`src/sv/salted_connection_handshake_top_assert.svh`:
```
// Assertion macros for the salted connection handshake block.
// Included by the modules that carry concurrent checks; needs i_clk and i_rst_n in scope.
`ifndef SALTED_CONNECTION_HANDSHAKE_TOP_ASSERT_SVH
`define SALTED_CONNECTION_HANDSHAKE_TOP_ASSERT_SVH

// Same-cycle implication, checked outside reset.
`define SCHC_ASSERT_NOW(label, ante, cons) \
    label: assert property (@(posedge i_clk) disable iff (!i_rst_n) (ante) |-> (cons)) \
        else $error("schc check failed");

// Next-cycle implication, checked outside reset.
`define SCHC_ASSERT_NEXT(label, ante, cons) \
    label: assert property (@(posedge i_clk) disable iff (!i_rst_n) (ante) |=> (cons)) \
        else $error("schc check failed");

`endif

```
`src/sv/schc_pkg.sv`:
```
// Shared types and codes for the salted connection handshake block.
// No dependencies; used by schc_cfg, schc_step and the top level.
`timescale 1ns / 1ps

package schc_pkg;

    // phase codes
    localparam logic [2:0] PH_CONNECTING  = 3'd0;
    localparam logic [2:0] PH_CHALLENGING = 3'd1;
    localparam logic [2:0] PH_ALMOST      = 3'd2;
    localparam logic [2:0] PH_CONNECTED   = 3'd3;
    localparam logic [2:0] PH_GIVEN_UP    = 3'd4;

    // request kinds
    localparam logic [1:0] KIND_CONNECT   = 2'd0;
    localparam logic [1:0] KIND_CHALLENGE = 2'd1;
    localparam logic [1:0] KIND_SYNC      = 2'd2;

    // input commands
    localparam logic [1:0] CMD_TICK      = 2'd0;
    localparam logic [1:0] CMD_CHALLENGE = 2'd1;
    localparam logic [1:0] CMD_CONNECT   = 2'd2;
    localparam logic [1:0] CMD_SYNC      = 2'd3;

    // configuration register indexes
    localparam int unsigned CFG_IDX_W = 2;
    localparam logic [CFG_IDX_W-1:0] CFG_CLIENT_SALT    = 2'd0;
    localparam logic [CFG_IDX_W-1:0] CFG_RETRY_INTERVAL = 2'd1;
    localparam logic [CFG_IDX_W-1:0] CFG_GIVE_UP_AFTER  = 2'd2;

    // configuration reset values
    localparam logic [31:0] RST_CLIENT_SALT    = 32'd1;
    localparam logic [31:0] RST_RETRY_INTERVAL = 32'd300;
    localparam logic [31:0] RST_GIVE_UP_AFTER  = 32'd1800;

    typedef struct packed {
        logic [31:0] client_salt;
        logic [31:0] retry_interval;
        logic [31:0] give_up_after;
    } t_cfg;

    typedef struct packed {
        logic [31:0] remote_time;
        logic [31:0] sent_time;
        logic [31:0] peer_salt;
        logic [31:0] echoed_salt;
        logic [31:0] now_tick;
        logic [1:0]  command;
    } t_in;

    typedef struct packed {
        logic        send_valid;
        logic [1:0]  send_kind;
        logic [31:0] send_value;
        logic [2:0]  phase;
        logic        offset_valid;
        logic [31:0] tick_offset;
    } t_out;

endpackage

```
`src/sv/schc_cfg.sv`:
```
// Configuration register file for the salted connection handshake block.
// Depends on schc_pkg for the register indexes, reset values and t_cfg.
`timescale 1ns / 1ps

module schc_cfg (
    input  logic                           i_clk,
    input  logic                           i_rst_n,
    input  logic                           i_wr_en,
    input  logic [schc_pkg::CFG_IDX_W-1:0] i_wr_index,
    input  logic [31:0]                    i_wr_data,
    output schc_pkg::t_cfg                 o_cfg
);

    schc_pkg::t_cfg r_cfg;

    always_ff @(posedge i_clk) begin
        if (!i_rst_n) begin
            r_cfg.client_salt    <= schc_pkg::RST_CLIENT_SALT;
            r_cfg.retry_interval <= schc_pkg::RST_RETRY_INTERVAL;
            r_cfg.give_up_after  <= schc_pkg::RST_GIVE_UP_AFTER;
        end else if (i_wr_en) begin
            unique case (i_wr_index)
                schc_pkg::CFG_CLIENT_SALT:    r_cfg.client_salt    <= i_wr_data;
                schc_pkg::CFG_RETRY_INTERVAL: r_cfg.retry_interval <= i_wr_data;
                schc_pkg::CFG_GIVE_UP_AFTER:  r_cfg.give_up_after  <= i_wr_data;
                default: ; // drop writes to unknown indexes
            endcase
        end
    end

    assign o_cfg = r_cfg;

endmodule

```
`src/sv/schc_step.sv`:
```
// Per-item handshake step: next phase, salts, resend tick and the result item.
// Purely combinational; depends on schc_pkg for codes and structs.
`timescale 1ns / 1ps

module schc_step #(
    parameter int unsigned TICK_WIDTH = 32
) (
    input  schc_pkg::t_cfg         i_cfg,
    input  schc_pkg::t_in          i_item,
    input  logic [2:0]             i_phase,
    input  logic [31:0]            i_combined,
    input  logic [TICK_WIDTH-1:0]  i_next_send,
    output logic [2:0]             o_phase,
    output logic [31:0]            o_combined,
    output logic [TICK_WIDTH-1:0]  o_next_send,
    output schc_pkg::t_out         o_result
);

    localparam int unsigned EW = (TICK_WIDTH > 32) ? TICK_WIDTH : 32;

    logic [TICK_WIDTH-1:0] now_t;
    logic [TICK_WIDTH-1:0] sent_t;
    logic [TICK_WIDTH-1:0] remote_t;
    logic [EW-1:0]         now_e;
    logic [EW:0]           resend_sum;
    logic [TICK_WIDTH-1:0] resend_low;
    logic [TICK_WIDTH-1:0] resend_tick;
    logic [TICK_WIDTH-1:0] rtt;
    logic [TICK_WIDTH-1:0] offset_t;
    logic [EW-1:0]         offset_e;
    logic                  active;
    logic                  deadline;
    logic                  send_now;
    logic                  offset_now;

    assign now_t    = TICK_WIDTH'(i_item.now_tick);
    assign sent_t   = TICK_WIDTH'(i_item.sent_time);
    assign remote_t = TICK_WIDTH'(i_item.remote_time);
    assign now_e    = EW'(now_t);

    assign active   = (i_phase != schc_pkg::PH_CONNECTED) && (i_phase != schc_pkg::PH_GIVEN_UP);
    assign deadline = now_e >= EW'(i_cfg.give_up_after);

    // resend tick saturates when the tick-wide sum wraps below now
    assign resend_sum  = (EW + 1)'(now_t) + (EW + 1)'(i_cfg.retry_interval);
    assign resend_low  = resend_sum[TICK_WIDTH-1:0];
    assign resend_tick = (resend_low < now_t) ? {TICK_WIDTH{1'b1}} : resend_low;

    assign rtt      = now_t - sent_t;
    assign offset_t = remote_t + (rtt >> 1) + TICK_WIDTH'(1);
    assign offset_e = EW'(offset_t);

    always_comb begin
        o_phase     = i_phase;
        o_combined  = i_combined;
        o_next_send = i_next_send;
        send_now    = 1'b0;
        offset_now  = 1'b0;
        if (active) begin
            if (deadline) begin
                o_phase = schc_pkg::PH_GIVEN_UP;
            end else begin
                unique case (i_item.command)
                    schc_pkg::CMD_TICK: begin
                        send_now = now_t >= i_next_send;
                    end
                    schc_pkg::CMD_CHALLENGE: begin
                        if (i_phase != schc_pkg::PH_CHALLENGING &&
                            i_item.echoed_salt == i_cfg.client_salt) begin
                            o_combined = i_cfg.client_salt ^ i_item.peer_salt;
                            o_phase    = schc_pkg::PH_CHALLENGING;
                            send_now   = 1'b1;
                        end
                    end
                    schc_pkg::CMD_CONNECT: begin
                        if (i_phase != schc_pkg::PH_ALMOST &&
                            i_item.echoed_salt == i_combined) begin
                            o_phase  = schc_pkg::PH_ALMOST;
                            send_now = 1'b1;
                        end
                    end
                    schc_pkg::CMD_SYNC: begin
                        if (i_phase == schc_pkg::PH_ALMOST) begin
                            offset_now = 1'b1;
                            o_phase    = schc_pkg::PH_CONNECTED;
                        end
                    end
                    default: ;
                endcase
            end
        end

        o_result              = '0;
        o_result.phase        = o_phase;
        o_result.offset_valid = offset_now;
        o_result.tick_offset  = offset_now ? offset_e[31:0] : 32'd0;
        if (send_now) begin
            o_next_send         = resend_tick;
            o_result.send_valid = 1'b1;
            case (o_phase)
                schc_pkg::PH_CONNECTING: begin
                    o_result.send_kind  = schc_pkg::KIND_CONNECT;
                    o_result.send_value = i_cfg.client_salt;
                end
                schc_pkg::PH_CHALLENGING: begin
                    o_result.send_kind  = schc_pkg::KIND_CHALLENGE;
                    o_result.send_value = o_combined;
                end
                default: begin
                    o_result.send_kind  = schc_pkg::KIND_SYNC;
                    o_result.send_value = now_e[31:0];
                end
            endcase
        end
    end

endmodule

```
`src/sv/salted_connection_handshake_top.sv`:
```
// Top level of the salted connection handshake client.
// Depends on schc_pkg, schc_cfg, schc_step and the assertion macro header.
`timescale 1ns / 1ps
//
// Usage:
//   Slave stream: one request per item. tuser carries the command (tick,
//   challenge, connect, synchronize reply); tdata carries now_tick,
//   echoed_salt, peer_salt, sent_time and remote_time.
//   Master stream: exactly one result per request. tuser carries the flags
//   send_valid, send_kind and offset_valid; tdata carries send_value, the
//   phase after the request and tick_offset.
//   Config channel: write client_salt, retry_interval and give_up_after by
//   index while the block is idle; it is always ready.
// Path: a request passes through the input register, then the result
//   register, before it shows on the master side.
// Throughput: one request per cycle unless stalled; the step logic between the
//   input and result registers updates the handshake state once per request.
// Reset (synchronous, active low): phase returns to connecting, the resend
//   tick and combined salt clear, config returns to its defaults, both
//   streams empty.
// Stall: when the master side holds tready low, the result holds, the input
//   register holds one more request, and tready on the slave side drops
//   only once both are full.

module salted_connection_handshake_top #(
    parameter int unsigned TICK_WIDTH = 32
) (
    input  logic                           i_clk,
    input  logic                           i_rst_n,
    // configuration write channel
    input  logic                           i_cfg_valid,
    output logic                           o_cfg_ready,
    input  logic [schc_pkg::CFG_IDX_W-1:0] i_cfg_index,
    input  logic [31:0]                    i_cfg_data,
    // slave stream
    input  logic                           i_s_axis_tvalid,
    output logic                           o_s_axis_tready,
    // tdata from bit 0: now_tick[31:0], echoed_salt[63:32], peer_salt[95:64],
    //   sent_time[127:96], remote_time[159:128]
    input  logic [159:0]                   i_s_axis_tdata,
    // tuser from bit 0: command[1:0]
    input  logic [1:0]                     i_s_axis_tuser,
    // master stream
    output logic                           o_m_axis_tvalid,
    input  logic                           i_m_axis_tready,
    // tdata from bit 0: send_value[31:0], phase[34:32], tick_offset[66:35],
    //   zero fill [71:67]
    output logic [71:0]                    o_m_axis_tdata,
    // tuser from bit 0: send_valid[0], send_kind[2:1], offset_valid[3]
    output logic [3:0]                     o_m_axis_tuser
);

    schc_pkg::t_cfg        cfg;
    schc_pkg::t_in         r_in;
    logic                  r_in_valid;
    schc_pkg::t_out        r_out;
    logic                  r_out_valid;
    logic [2:0]            r_phase;
    logic [31:0]           r_combined;
    logic [TICK_WIDTH-1:0] r_next_send;

    logic [2:0]            n_phase;
    logic [31:0]           n_combined;
    logic [TICK_WIDTH-1:0] n_next_send;
    schc_pkg::t_out        n_out;

    logic                  advance;
    logic                  in_take;

    // Config is always ready; the user must write only while idle, the block itself does not enforce it.
    assign o_cfg_ready = 1'b1;

    schc_cfg u_cfg (
        .i_clk      (i_clk),
        .i_rst_n    (i_rst_n),
        .i_wr_en    (i_cfg_valid),
        .i_wr_index (i_cfg_index),
        .i_wr_data  (i_cfg_data),
        .o_cfg      (cfg)
    );

    // Advance the held request into the result register whenever that slot
    // is empty or being drained this cycle.
    assign advance         = r_in_valid && (!r_out_valid || i_m_axis_tready);
    assign o_s_axis_tready = !r_in_valid || advance;
    assign in_take         = i_s_axis_tvalid && o_s_axis_tready;

    always_ff @(posedge i_clk) begin
        if (!i_rst_n) begin
            r_in_valid <= 1'b0;
        end else if (in_take) begin
            r_in_valid <= 1'b1;
        end else if (advance) begin
            r_in_valid <= 1'b0;
        end
    end

    // Payload of the input register needs no reset.
    always_ff @(posedge i_clk) begin
        if (in_take) begin
            r_in.command     <= i_s_axis_tuser;
            r_in.now_tick    <= i_s_axis_tdata[31:0];
            r_in.echoed_salt <= i_s_axis_tdata[63:32];
            r_in.peer_salt   <= i_s_axis_tdata[95:64];
            r_in.sent_time   <= i_s_axis_tdata[127:96];
            r_in.remote_time <= i_s_axis_tdata[159:128];
        end
    end

    schc_step #(
        .TICK_WIDTH (TICK_WIDTH)
    ) u_step (
        .i_cfg       (cfg),
        .i_item      (r_in),
        .i_phase     (r_phase),
        .i_combined  (r_combined),
        .i_next_send (r_next_send),
        .o_phase     (n_phase),
        .o_combined  (n_combined),
        .o_next_send (n_next_send),
        .o_result    (n_out)
    );

    // Commit the handshake state once per request, together with its result.
    always_ff @(posedge i_clk) begin
        if (!i_rst_n) begin
            r_phase     <= schc_pkg::PH_CONNECTING;
            r_combined  <= 32'd0;
            r_next_send <= '0;
        end else if (advance) begin
            r_phase     <= n_phase;
            r_combined  <= n_combined;
            r_next_send <= n_next_send;
        end
    end

    always_ff @(posedge i_clk) begin
        if (!i_rst_n) begin
            r_out_valid <= 1'b0;
        end else if (advance) begin
            r_out_valid <= 1'b1;
        end else if (i_m_axis_tready) begin
            r_out_valid <= 1'b0;
        end
    end

    always_ff @(posedge i_clk) begin
        if (advance) begin
            r_out <= n_out;
        end
    end

    assign o_m_axis_tvalid = r_out_valid;
    assign o_m_axis_tdata  = {5'd0, r_out.tick_offset, r_out.phase, r_out.send_value};
    assign o_m_axis_tuser  = {r_out.offset_valid, r_out.send_kind, r_out.send_valid};

`include "salted_connection_handshake_top_assert.svh"

    // A finished phase never moves again.
    `SCHC_ASSERT_NEXT(a_finished_holds, (r_phase == schc_pkg::PH_CONNECTED || r_phase == schc_pkg::PH_GIVEN_UP), (r_phase == $past(r_phase)))

    // A tick offset is only reported on the request that completes the link.
    `SCHC_ASSERT_NOW(a_offset_connected, (r_out_valid && r_out.offset_valid), (r_out.phase == schc_pkg::PH_CONNECTED && !r_out.send_valid))

    // A challenge response is only sent while challenging.
    `SCHC_ASSERT_NOW(a_kind_phase, (r_out_valid && r_out.send_valid && r_out.send_kind == schc_pkg::KIND_CHALLENGE), (r_out.phase == schc_pkg::PH_CHALLENGING))

    // Back-pressure to the slave side only when both registers are full.
    `SCHC_ASSERT_NOW(a_ready_full, (!o_s_axis_tready), (r_in_valid && r_out_valid))

endmodule

```
`config.mk`:
```
export PLATFORM = sky130hd
export DESIGN_NAME = salted_connection_handshake_top
export DESIGN_NICKNAME = d
export VERILOG_FILES = /design/src/sv/schc_pkg.sv /design/src/sv/schc_cfg.sv /design/src/sv/schc_step.sv /design/src/sv/salted_connection_handshake_top.sv
export VERILOG_INCLUDE_DIRS = /design/src /design/src/sv
export SDC_FILE = /design/constraint.sdc
export NUM_CORES = 1
export LEC_CHECK = 0
export BUFFER_PORTS_ARGS = -buffer_cell sky130_fd_sc_hd__buf_2
export CAP_MARGIN = 20
export CORE_MARGIN = 2
export CORE_UTILIZATION = 45
export DETAILED_ROUTE_END_ITERATION = 10
export SYNTH_ARGS = -nofsm -noshare
export SYNTH_HDL_FRONTEND = slang
export SYNTH_SLANG_ARGS = --single-unit
```
`constraint.sdc`:
```
create_clock -name i_clk -period 5.25 [get_ports i_clk]
set_input_delay 0.2625 -clock i_clk [delete_from_list [all_inputs] [get_ports i_clk]]
set_output_delay 0.2625 -clock i_clk [all_outputs]
set_load 0.005 [all_outputs]
```
==> flow_summary.json, run 1 <==
{
  "status": "completed",
  "dp_hpwl_mm": 47.1,
  "final_common_cell": "nand2_1",
  "track_usage_pct": 24.9,
  "maxSlewHeadroom_pct": 39.3,
  "hold_class": "input port to register",
  "dieHeight_um": 225,
  "yosysWarnings": 0,
  "postSynthCellCount": 2213,
  "critPathMaxFanout": 5,
  "cts_tree": "yes",
  "maxSlewViolCount": 0,
  "finClkSkew_ns": 0.0348,
  "cp-end-kind": "register",
  "top_layer_used": "met4",
  "grt_max_degree": 99,
  "drt.antenna.violating_nets": 0,
  "synth_area_leaders": "edfxtp_1, dfxtp_1, ha_1",
  "drive_gt1_share_pct": 15.6,
  "clk_pin_slew_worst_paths_ns": 0.06,
  "wl_met3_mm": 2.87,
  "io_buffers": 273,
  "leakage_nw": 11.9,
  "final_cell_mix": "nand2_1, buf_2, edfxtp_1",
  "die-area_mm2": 0.0507,
  "setup_tns_ns": 0,
  "vias_per_cell": 5.32,
  "netlist.area_leader.share_pct": 31.8,
  "finalCriticalPeriod_ns": 5.03,
  "antenna_found_initial": 0,
  "cp.arrival_ns": 5.32,
  "p_total_mw": 8.25,
  "post_synth.cell_area_avg_um2": 9.95,
  "clkLatencyLatePin_ns": 0.58,
  "gp_congestion": 0.930,
  "synth_cell_types": 76,
  "start_util_pct": 45.3,
  "coreArea_mm2": 0.0486,
  "die_w_um": 225,
  "finalHoldViolCount": 0,
  "cap_viol_max_count": 0,
  "ir_worst_vdd_mv": 0.252,
  "fin_crit_sh_pct": 95.8,
  "worstSetupStartpointType": "register",
  "cts_max_level": 2,
  "setup_viol": 0,
  "seq_area_frac_synth_pct": 46.8,
  "cts_made_buffers": 46,
  "yosysTopAreaCell": "edfxtp_1",
  "grt.overflow.total": 0,
  "rows": 81,
  "synthFlopType": "edfxtp_1",
  "critPathRequiredTime_ns": 5.54,
  "synth_edf_count": 233,
  "worstMarginPinSlew_ns": 0.910,
  "met2_length_mm": 29.6,
  "powerDensity_mw_per_mm2": 296,
  "diodes": 0,
  "root_buffer": "clkbuf_16",
  "ys_ff_latch": 398,
  "nFillCells": 4203,
  "io_pins": 280,
  "routedWlPerCell_um": 19.2,
  "num_vias": 17900,
  "first_global_vias": 17800,
  "finalNetCount": 3103,
  "drt-initial-drc-count": 1136,
  "syn_area_mm2": 0.0220,
  "path_class": "register to register",
  "met1Wirelength_mm": 29.6,
  "cts_max_path_buffers": 3,
  "syn2layout_area_growth_pct": 26.5,
  "ys_async_sr_fraction_pct": 0,
  "clock.fmax_mhz": 199,
  "first_pass_iters": 5,
  "cts.sinks": 398,
  "grt_pass1_wl_mm": 97.4,
  "wirelength_mm": 64.6,
  "drc": 0
}
## cells in the mapped netlist, types with 6 or more instances
master and instances:
nor2b_1 16, and2_1 33, ha_1 187, a31oi_1 6
o221a_1 8, edfxtp_1 233, o21a_1 18, o21bai_1 9
nand2b_1 33, buf_2 14, dfxtp_1 165, buf_4 6
or3_1 7, o211ai_1 11, xnor2_1 93, a21oi_1 140
o21ai_0 114, a211oi_1 12, inv_1 149, nor2_1 128
o31a_1 6, a21boi_0 88, nand4_1 15, nand3_1 26
and3_1 12, clkbuf_1 58, nor3_1 21, a2111oi_0 7
a21o_1 62, a22oi_1 31, nand2_1 300, nor4_1 15
xor2_1 85, o211a_1 28
## per-stage QoR
stage | cell area (µm²) | setup slack (ns) | utilization, % | hold slack [ns] | cells
after global routing | 27900 | -0.00429 | 57.3 | 0.0263 | 3371
after global placement | 24300 | 0.0854 | 50.0 | 0.438 | 3085
after floorplan | 22000 | 0.433 | - | 0.361 | 2217
final | 27900 | 0.222 | 57.3 | 0.0316 | 3371
after detailed placement | 24300 | 0.0391 | 50.0 | 0.441 | 3085
after CTS | 27700 | 0.00382 | 56.9 | 0.00410 | 3365
## repair_timing
item                       4_1_cts  5_1_grt
setup endpoints to repair        1       39
hold endpoints to repair       253        0
cloned                           0        1
resized for setup                1       17
pin swaps                        0        2
buffers inserted                 0        3
hold buffers                   195        0
## metal layers
metal  GRT usage [%]  up-vias
met5               0        -
met2            41.2      490
met3            3.09      115
met4            10.0        0
met1            33.3     8461
li1                -     8879
## critical path: stages (launching register included)
cell and delay [ns]:
edfxtp_1 0.41, ha_1 0.40, a21o_1 0.20, a31o_2 0.24
a211oi_2 0.30, o31ai_1 0.19, o21a_1 0.26, o311ai_0 0.47
buf_4 0.20, o21ai_1 0.12, a211o_1 0.29, a21oi_1 0.18
xnor2_1 0.14, ha_1 0.30, a21o_1 0.20, a21oi_1 0.23
nor2_1 0.10, a311oi_2 0.29, xor2_1 0.17, nor2_1 0.05
## where the power goes
part           internal (mW)  switching [mW]
Combinational          0.753           0.908
Clock                   1.75            1.30
Sequential              3.45          0.0939
Total                   5.95            2.30
## final cells by class
class / count / area [µm²] / share of cell area [%]
Clock buffer: 60 / 1270 / 4.55
Clock inverter: 25 / 168 / 0.602
Inverter: 149 / 561 / 2.01
Multi-Input combinational cell: 1590 / 10900 / 39.3
Sequential cell: 398 / 10300 / 37.0
Tap cell: 622 / 778 / 2.79
Timing Repair Buffer: 527 / 3830 / 13.8
## registers in the layout, summed over array words and instances (netlist names)
name / count
r_combined: 32
r_next_send: 32
u_cfg.o_cfg: 96
o_m_axis_tdata: 67
o_m_axis_tvalid: 1
r_in_valid: 1
o_m_axis_tuser: 4
r_phase: 3
r_in: 162
## final timing paths
check        cells past startpoint  slack [ns]                         start                          endpoint
max                             19        0.22             r_in[4]$_DFFE_PP_  o_m_axis_tdata[66]$_SDFFCE_PN0P_
min                              3        0.03               i_m_axis_tready      o_m_axis_tvalid$_SDFFE_PN0P_
max reg2reg                     19        0.22             r_in[4]$_DFFE_PP_  o_m_axis_tdata[66]$_SDFFCE_PN0P_
min reg2reg                      2        0.46  u_cfg.o_cfg[12]$_SDFFE_PN0P_      u_cfg.o_cfg[12]$_SDFFE_PN0P_
## kinds of logic (layout without fill, tap and decap cells)
family,after synthesis,after routing,share of synthesized area [%]
other,2,6,0.0341
muxes,1,1,0.0454
xor gates and xnor gates,178,178,7.08
buffers and inverters,229,761,4.12
and+or+nand+nor,629,629,13.1
adders and majority gates,190,190,10.9
AOI/OAI and AO/OA,586,586,17.9
DFF,398,398,46.8
No activity file was read; power rests on OpenSTA's default activity.
==> inputs of run 2 (changes only) <==
--- a/config.mk
+++ b/config.mk
@@ -11,6 +11,8 @@
 export CORE_MARGIN = 2
 export CORE_UTILIZATION = 45
 export DETAILED_ROUTE_END_ITERATION = 10
+export MAX_ROUTING_LAYER = met4
+export RECOVER_POWER = 100
 export SYNTH_ARGS = -nofsm -noshare
 export SYNTH_HDL_FRONTEND = slang
 export SYNTH_SLANG_ARGS = --single-unit
==> run 2 against run 1 <==
The flow now finishes with violations (max-capacitance violations, max-slew violations). Sequential share of layout area is essentially flat. Design area is essentially flat. Count of clock-buffer cells in the layout down 1. Final cell count unchanged. Fmax increased by 0.18%. Non-clock buffer count stayed put.
==> flow_summary.json, run 2 (same netlist as run 1, synthesis figures left out) <==
{
  "place_inst": 3085,
  "grt_pass1_wl_mm": 97.3,
  "coreArea_mm2": 0.0486,
  "crit_path_top_delay_cell": "edfxtp_1",
  "worstSetupStartpointType": "register",
  "finalHoldViolCount": 0,
  "drive_gt1_share_pct": 12.6,
  "dp_hpwl_mm": 47.3,
  "p_int_mw": 6.17,
  "violations": "max-capacitance violations, max-slew violations",
  "r2r_start": "r_in[5]$_DFFE_PP_",
  "gp_congestion": 0.947,
  "min_path_cells": 4,
  "root_buffer": "clkbuf_16",
  "clock.fmax_mhz": 199,
  "maxSlewHeadroom_pct": -172,
  "cp-end-kind": "register",
  "largest_reg_flops": 162,
  "whs_endpoint": "u_cfg.o_cfg[33]$_SDFFE_PN0P_",
  "grt_max_degree": 103,
  "p_clk_share_pct": 38.9,
  "ir_worst_vdd_mv": 0.214,
  "antenna_found_initial": 1,
  "swShare_pct": 27.4,
  "leakage_nw": 11.7,
  "crit_chain": "ha_1, o21ai_0, o21ai_0, a31o_2, a31oi_1, a21oi_1, a21oi_1, o21ai_0, xor2_1, ha_1, or3_1, o21ai_0, a31oi_1, o21a_1, a31o_2, a41oi_4, a2111oi_4, a311oi_2, xor2_1, nor2_1",
  "r2r_end": "o_m_axis_tdata[66]$_SDFFCE_PN0P_",
  "final_common_cell": "nand2_1",
  "cts_max_path_buffers": 3,
  "final-seq-area_mm2": 0.0103,
  "crit_path_max_incr_delay_ns": 0.53,
  "cts.sinks": 398,
  "critPathRequiredTime_ns": 5.56,
  "regMostFlops": "r_in",
  "syn2layout_area_growth_pct": 26.4,
  "io_buffers": 273,
  "wirelength_mm": 63.9,
  "critPathMaxFanout": 5,
  "multiInputGateArea_mm2": 0.0109,
  "die_w_um": 225,
  "cap_viol_max_count": 3,
  "cts_tree": "yes",
  "track_usage_pct": 25.7,
  "r2r_cells": 20,
  "first_pass_iters": 6,
  "hold_path_startpoint": "i_cfg_valid",
  "worstMarginPinSlew_ns": 4.08,
  "cts_max_level": 2,
  "final_cell_mix": "nand2_1, edfxtp_1, dlygate4sd3_1",
  "die-area_mm2": 0.0507,
  "nFillCells": 4209,
  "clkLatencyLatePin_ns": 0.59,
  "maxSlewViolCount": 152,
  "drt.antenna.violating_nets": 0,
  "regToRegSetupSlack_ns": 0.23,
  "status": "finished with violations",
  "combinationalPowerShare_pct": 19.5,
  "start_util_pct": 45.3,
  "grt.overflow.total": 0,
  "finalCriticalPeriod_ns": 5.02,
  "drt-initial-drc-count": 1255,
  "fin_util_pct": 57.2,
  "finalNetCount": 3103,
  "setup_viol": 0,
  "hold_slack_ns": 0.250,
  "seqPwrFrac_pct": 41.7,
  "num_vias": 18000,
  "cts_made_buffers": 46,
  "finClkSkew_ns": 0.0241,
  "cp.arrival_ns": 5.33,
  "hold_class": "input port to register",
  "rows": 81,
  "vias_per_cell": 5.35,
  "clk_pin_slew_worst_paths_ns": 0.06,
  "crit_top_cell": "o21ai_0",
  "powerDensity_mw_per_mm2": 305,
  "p_switching_mw": 2.33,
  "drc": 0,
  "routedWlPerCell_um": 19.0,
  "path_class": "register to register",
  "fin_cells": 3371,
  "fin_crit_sh_pct": 95.6,
  "p_total_mw": 8.50,
  "io_pins": 280,
  "dieHeight_um": 225,
  "diodes": 0,
  "first_global_vias": 17800
}
## run 2: changes by cell type in the layout (fill, tap and decap cells not counted), sizes merged
cell         previous run  this run
clkinv                 21        13
buf                   331       244
dlygate4sd3           195       196
inv                   148       150
bufinv                  1         6
clkbuf                 61       146
clkinvlp                4         6
## run 2: what timing repair did
item                                   CTS  global route
setup endpoints to repair                0            39
hold buffers                           196             0
endpoints found under the hold margin  260             0
resized for setup                        0            21
buffers inserted                         0             2
## run 2: worst max-delay path by stage
stage                                             endpoint               from  slack [ns]
after floorplan           o_m_axis_tdata[66]$_SDFFCE_PN0P_  r_in[3]$_DFFE_PP_        0.43
final                     o_m_axis_tdata[66]$_SDFFCE_PN0P_  r_in[5]$_DFFE_PP_        0.23
after global routing      o_m_axis_tdata[66]$_SDFFCE_PN0P_  r_in[4]$_DFFE_PP_       -0.04
after detailed placement  o_m_axis_tdata[66]$_SDFFCE_PN0P_  r_in[2]$_DFFE_PP_        0.07
after global placement    o_m_axis_tdata[66]$_SDFFCE_PN0P_  r_in[2]$_DFFE_PP_        0.09
after CTS                 o_m_axis_tdata[66]$_SDFFCE_PN0P_  r_in[2]$_DFFE_PP_        0.02
## run 2: cell type report
cell class	instances	area share, %
Sequential cell	398	37.0
Inverter	149	2.01
Clock buffer	59	4.45
Multi-Input combinational cell	1590	39.3
Timing Repair Buffer	527	13.3
Clock inverter	26	1.13
Tap cell	622	2.80
## run 2: stage by stage
step,instance area [µm²],setup WS (ns),TNS (ns)
finish,27800,0.231,0
global route,27800,-0.0425,-0.0475
global placement,24300,0.0922,0
detailed placement,24300,0.0672,0
floorplan,22000,0.433,0
CTS,27800,0.0222,0
## run 2: metal layers
layer  global-route usage, %  part of all wire (%)  vias up
met5                       -                     0        -
met4                    11.2                   4.4        0
met3                    2.66                   4.6      130
met2                    40.8                    45      546
met1                    33.4                    46     8480
li1                        -                     -     8873
## run 2: power groups by stage
stage / clock (mW) / combinational, mW / sequential, mW
detailed placement: 0 / 1.49 / 3.60
CTS: 3.37 / 1.62 / 3.54
floorplan: 0 / 1.04 / 3.59
global placement: 0 / 1.46 / 3.60
finish: 3.30 / 1.65 / 3.54
global route: 3.49 / 1.84 / 3.55
## run 2: worst max-delay path, delay by kind of cell, from the launching register on
kind,cells,cell delay [ns]
AOI/OAI and AO/OA,14,2.74
adders and majority gates,2,0.77
DFF,1,0.53
and+or+nand+nor,2,0.36
xor gates and xnor gates,2,0.33
==> inputs of run 3 (changes only) <==
--- a/config.mk
+++ b/config.mk
@@ -6,6 +6,7 @@
 export SDC_FILE = /design/constraint.sdc
 export NUM_CORES = 1
 export LEC_CHECK = 0
+export ABC_AREA = 1
 export BUFFER_PORTS_ARGS = -buffer_cell sky130_fd_sc_hd__buf_2
 export CAP_MARGIN = 20
 export CORE_MARGIN = 2
==> run 3 against run 2 <==
The run ends with negative hold slack, max-capacitance violations, max-slew violations left. Register-to-register slack improved by 0.28 ns. Clock power is 2% lower. Final cell count up 19%. Critical endpoint is now r_next_send[10]$_SDFFE_PN0P_. First-iteration DRC count is 31% higher. Sequential share of layout area is 0.81 points lower. Critical path type unchanged.
==> flow_summary.json, run 3 <==
{
  "cap_viol_max_count": 7,
  "final_cell_mix": "nand2_1, inv_1, nor2_1",
  "r2r_start": "r_in[8]$_DFFE_PP_",
  "finClkSkew_ns": 0.0225,
  "largest_reg_flops": 162,
  "cts_max_path_buffers": 3,
  "regToRegSetupSlack_ns": 0.51,
  "track_usage_pct": 31.3,
  "final_common_cell": "nand2_1",
  "first_global_vias": 20600,
  "start_util_pct": 45.4,
  "grt_max_degree": 81,
  "worst_slack_ns": 0.510,
  "critPathRequiredTime_ns": 5.76,
  "powerDensity_mw_per_mm2": 308,
  "whs_endpoint": "r_in_valid$_SDFFE_PN0P_",
  "path_class": "register to register",
  "syn2layout_area_growth_pct": 22.5,
  "antenna_found_initial": 2,
  "synth_area_leaders": "edfxtp_1, dfxtp_1, ha_1",
  "cp-end-kind": "register",
  "die_w_um": 231,
  "drt-initial-drc-count": 1649,
  "ys_ff_latch": 398,
  "hold_path_startpoint": "i_s_axis_tvalid",
  "r2r_end": "r_next_send[10]$_SDFFE_PN0P_",
  "cts_tree": "yes",
  "place_ws_ns": 0.748,
  "maxSlewHeadroom_pct": -137,
  "use_met3_pct": 3.46,
  "yosysTopAreaCell": "edfxtp_1",
  "clkLatencyLatePin_ns": 0.59,
  "cts.sinks": 398,
  "p_switching_mw": 2.73,
  "crit_chain": "ha_1, a21o_1, a21boi_0, o21ai_0, clkbuf_1, a21oi_1, o21bai_1, nand2_1, inv_1, nor2_1, xor2_1, ha_1, nand2_1, inv_1, o21bai_1, a31oi_1, nor4_1, nand3_1, nand2_1, clkbuf_2, nor2_1, nor2_1",
  "grtUsageMet1_pct": 42.0,
  "cts_max_level": 2,
  "io_pins": 280,
  "place_inst": 3758,
  "grt_pass1_wl_mm": 122,
  "violations": "negative hold slack, max-capacitance violations, max-slew violations",
  "routedWlPerCell_um": 20.4,
  "cp.buffers_inverters": 4,
  "clock.fmax_mhz": 211,
  "p_clk_share_pct": 36.8,
  "synth_common_cells": "nand2_1, inv_1, nor2_1, o21ai_0, a21oi_1",
  "critPathTopFamily": "compound AO/OA/AOI/OAI gates",
  "swShare_pct": 31.1,
  "io_buffers": 273,
  "regMostFlops": "r_in",
  "drc": 0,
  "cp.arrival_ns": 5.25,
  "status": "finished with violations",
  "grt.overflow.total": 0,
  "postCtsResizedCells": 0,
  "drive_gt1_share_pct": 8.66,
  "hold_slack_ns": -0.00935,
  "r2r_cells": 22,
  "seq_area_frac_synth_pct": 44.3,
  "vias_per_cell": 5.35,
  "p_total_mw": 8.76,
  "fin_crit_sh_pct": 90.3,
  "synth_edf_count": 233,
  "cts_made_buffers": 46,
  "finalCriticalPeriod_ns": 4.74,
  "ys_async_sr_fraction_pct": 0,
  "yosysWarnings": 0,
  "root_buffer": "clkbuf_16",
  "dp_hpwl_mm": 60.8,
  "rsz0062_at_grt": "false",
  "synthFlopType": "edfxtp_1",
  "rows": 83,
  "setup_viol": 0,
  "finalHoldViolCount": 1,
  "ir_worst_vdd_mv": 0.262,
  "grt_util_met2_pct": 50.0,
  "syn_area_mm2": 0.0232,
  "nFillCells": 4784,
  "finalNetCount": 3700,
  "diodes": 0,
  "crit_path_max_incr_delay_ns": 0.62,
  "postSynthCellCount": 2846,
  "crit_path_top_delay_cell": "edfxtp_1",
  "seqPwrFrac_pct": 41.3,
  "worstMarginPinSlew_ns": 3.55,
  "worstSetupStartpointType": "register",
  "post_synth.cell_area_avg_um2": 8.16,
  "synth_cell_types": 50,
  "netlist.area_leader.share_pct": 30.1,
  "hold_class": "input port to register",
  "die-area_mm2": 0.0535,
  "min_path_cells": 3,
  "dieHeight_um": 231,
  "num_vias": 21500,
  "yosysMostFrequentCell": "nand2_1",
  "gp_congestion": 0.960,
  "clk_pin_slew_worst_paths_ns": 0.06,
  "combinationalPowerShare_pct": 21.8,
  "coreArea_mm2": 0.0512,
  "busiest_layer": "met2",
  "critPathMaxFanout": 24,
  "leakage_nw": 12.7,
  "fin_cells": 4027,
  "maxSlewViolCount": 346,
  "drt.antenna.violating_nets": 0,
  "first_pass_iters": 5,
  "p_int_mw": 6.04,
  "wirelength_mm": 82.0,
  "setup_tns_ns": 0
}
==> run 3: repair_timing <==
item | in CTS | in global routing
buffers inserted | 0 | 0
hold buffers | 183 | 0
endpoints found under the hold margin | 193 | 0
==> run 3: cell type report <==
type                       count  area (µm²)  share of cell area [%]
timing repair buffer         490        3280                    11.5
tap                          680         851                    2.99
clock inverter                30         279                   0.980
inverter                     392        1480                    5.18
clock buffer                  56        1210                    4.25
multi-input combinational   1981       11100                    38.9
sequential                   398       10300                    36.2
==> run 3: worst reg2reg max path, delay by kind of cell, from the launching register on <==
kind | cells | cell delay [ns]
compound gates | 7 | 1.19
simple gates | 8 | 1.04
buf+inv | 4 | 0.81
fa+ha+maj | 2 | 0.74
flops | 1 | 0.62
xor+xnor | 1 | 0.26
==> run 3: power groups by stage <==
stage                     Sequential [mW]  Combinational, mW  Clock (mW)
after global routing                 3.64               2.13        3.40
final                                3.62               1.91        3.23
after floorplan                      3.63               1.22           0
after global placement               3.68               1.77           0
after detailed placement             3.68               1.79           0
after CTS                            3.62               1.91        3.27
==> run 3: metrics by stage <==
stage               utilization (%)  cell area (µm²)
floorplan                         -            23300
global route                   55.6            28500
global placement               49.5            25400
CTS                            56.0            28700
detailed placement             49.5            25400
finish                         55.6            28500
==> run 3: how the worst max path moves through the flow <==
stage	depth (start not counted)	endpoint	start
final	22	r_next_send[10]$_SDFFE_PN0P_	r_in[8]$_DFFE_PP_
after CTS	22	o_m_axis_tdata[63]$_SDFFCE_PN0P_	r_in[3]$_DFFE_PP_
after floorplan	3	r_in[0]$_DFFE_PP_	o_m_axis_tvalid$_SDFFE_PN0P_
after detailed placement	22	o_m_axis_tdata[63]$_SDFFCE_PN0P_	r_in[3]$_DFFE_PP_
after global placement	22	o_m_axis_tdata[64]$_SDFFCE_PN0P_	r_in[6]$_DFFE_PP_
after global routing	22	r_next_send[2]$_SDFFE_PN0P_	r_in[8]$_DFFE_PP_
==> run 3: routing by layer <==
metal  wire [µm]  vias to the layer above
met5           0                        -
met4        2530                        0
met3        5740                      151
met2       38000                      871
met1       35800                    10100
li1            -                    10400
==> run 3: cell families after synthesis <==
logic type | synth area share [%]
AO/OA/AOI/OAI | 13.3
XOR/XNOR | 4.52
adder cells (fa/ha/maj) | 10.3
buffers and inverters | 8.07
flip-flops | 44.3
other | 0.0323
AND/OR/NAND/NOR | 19.5
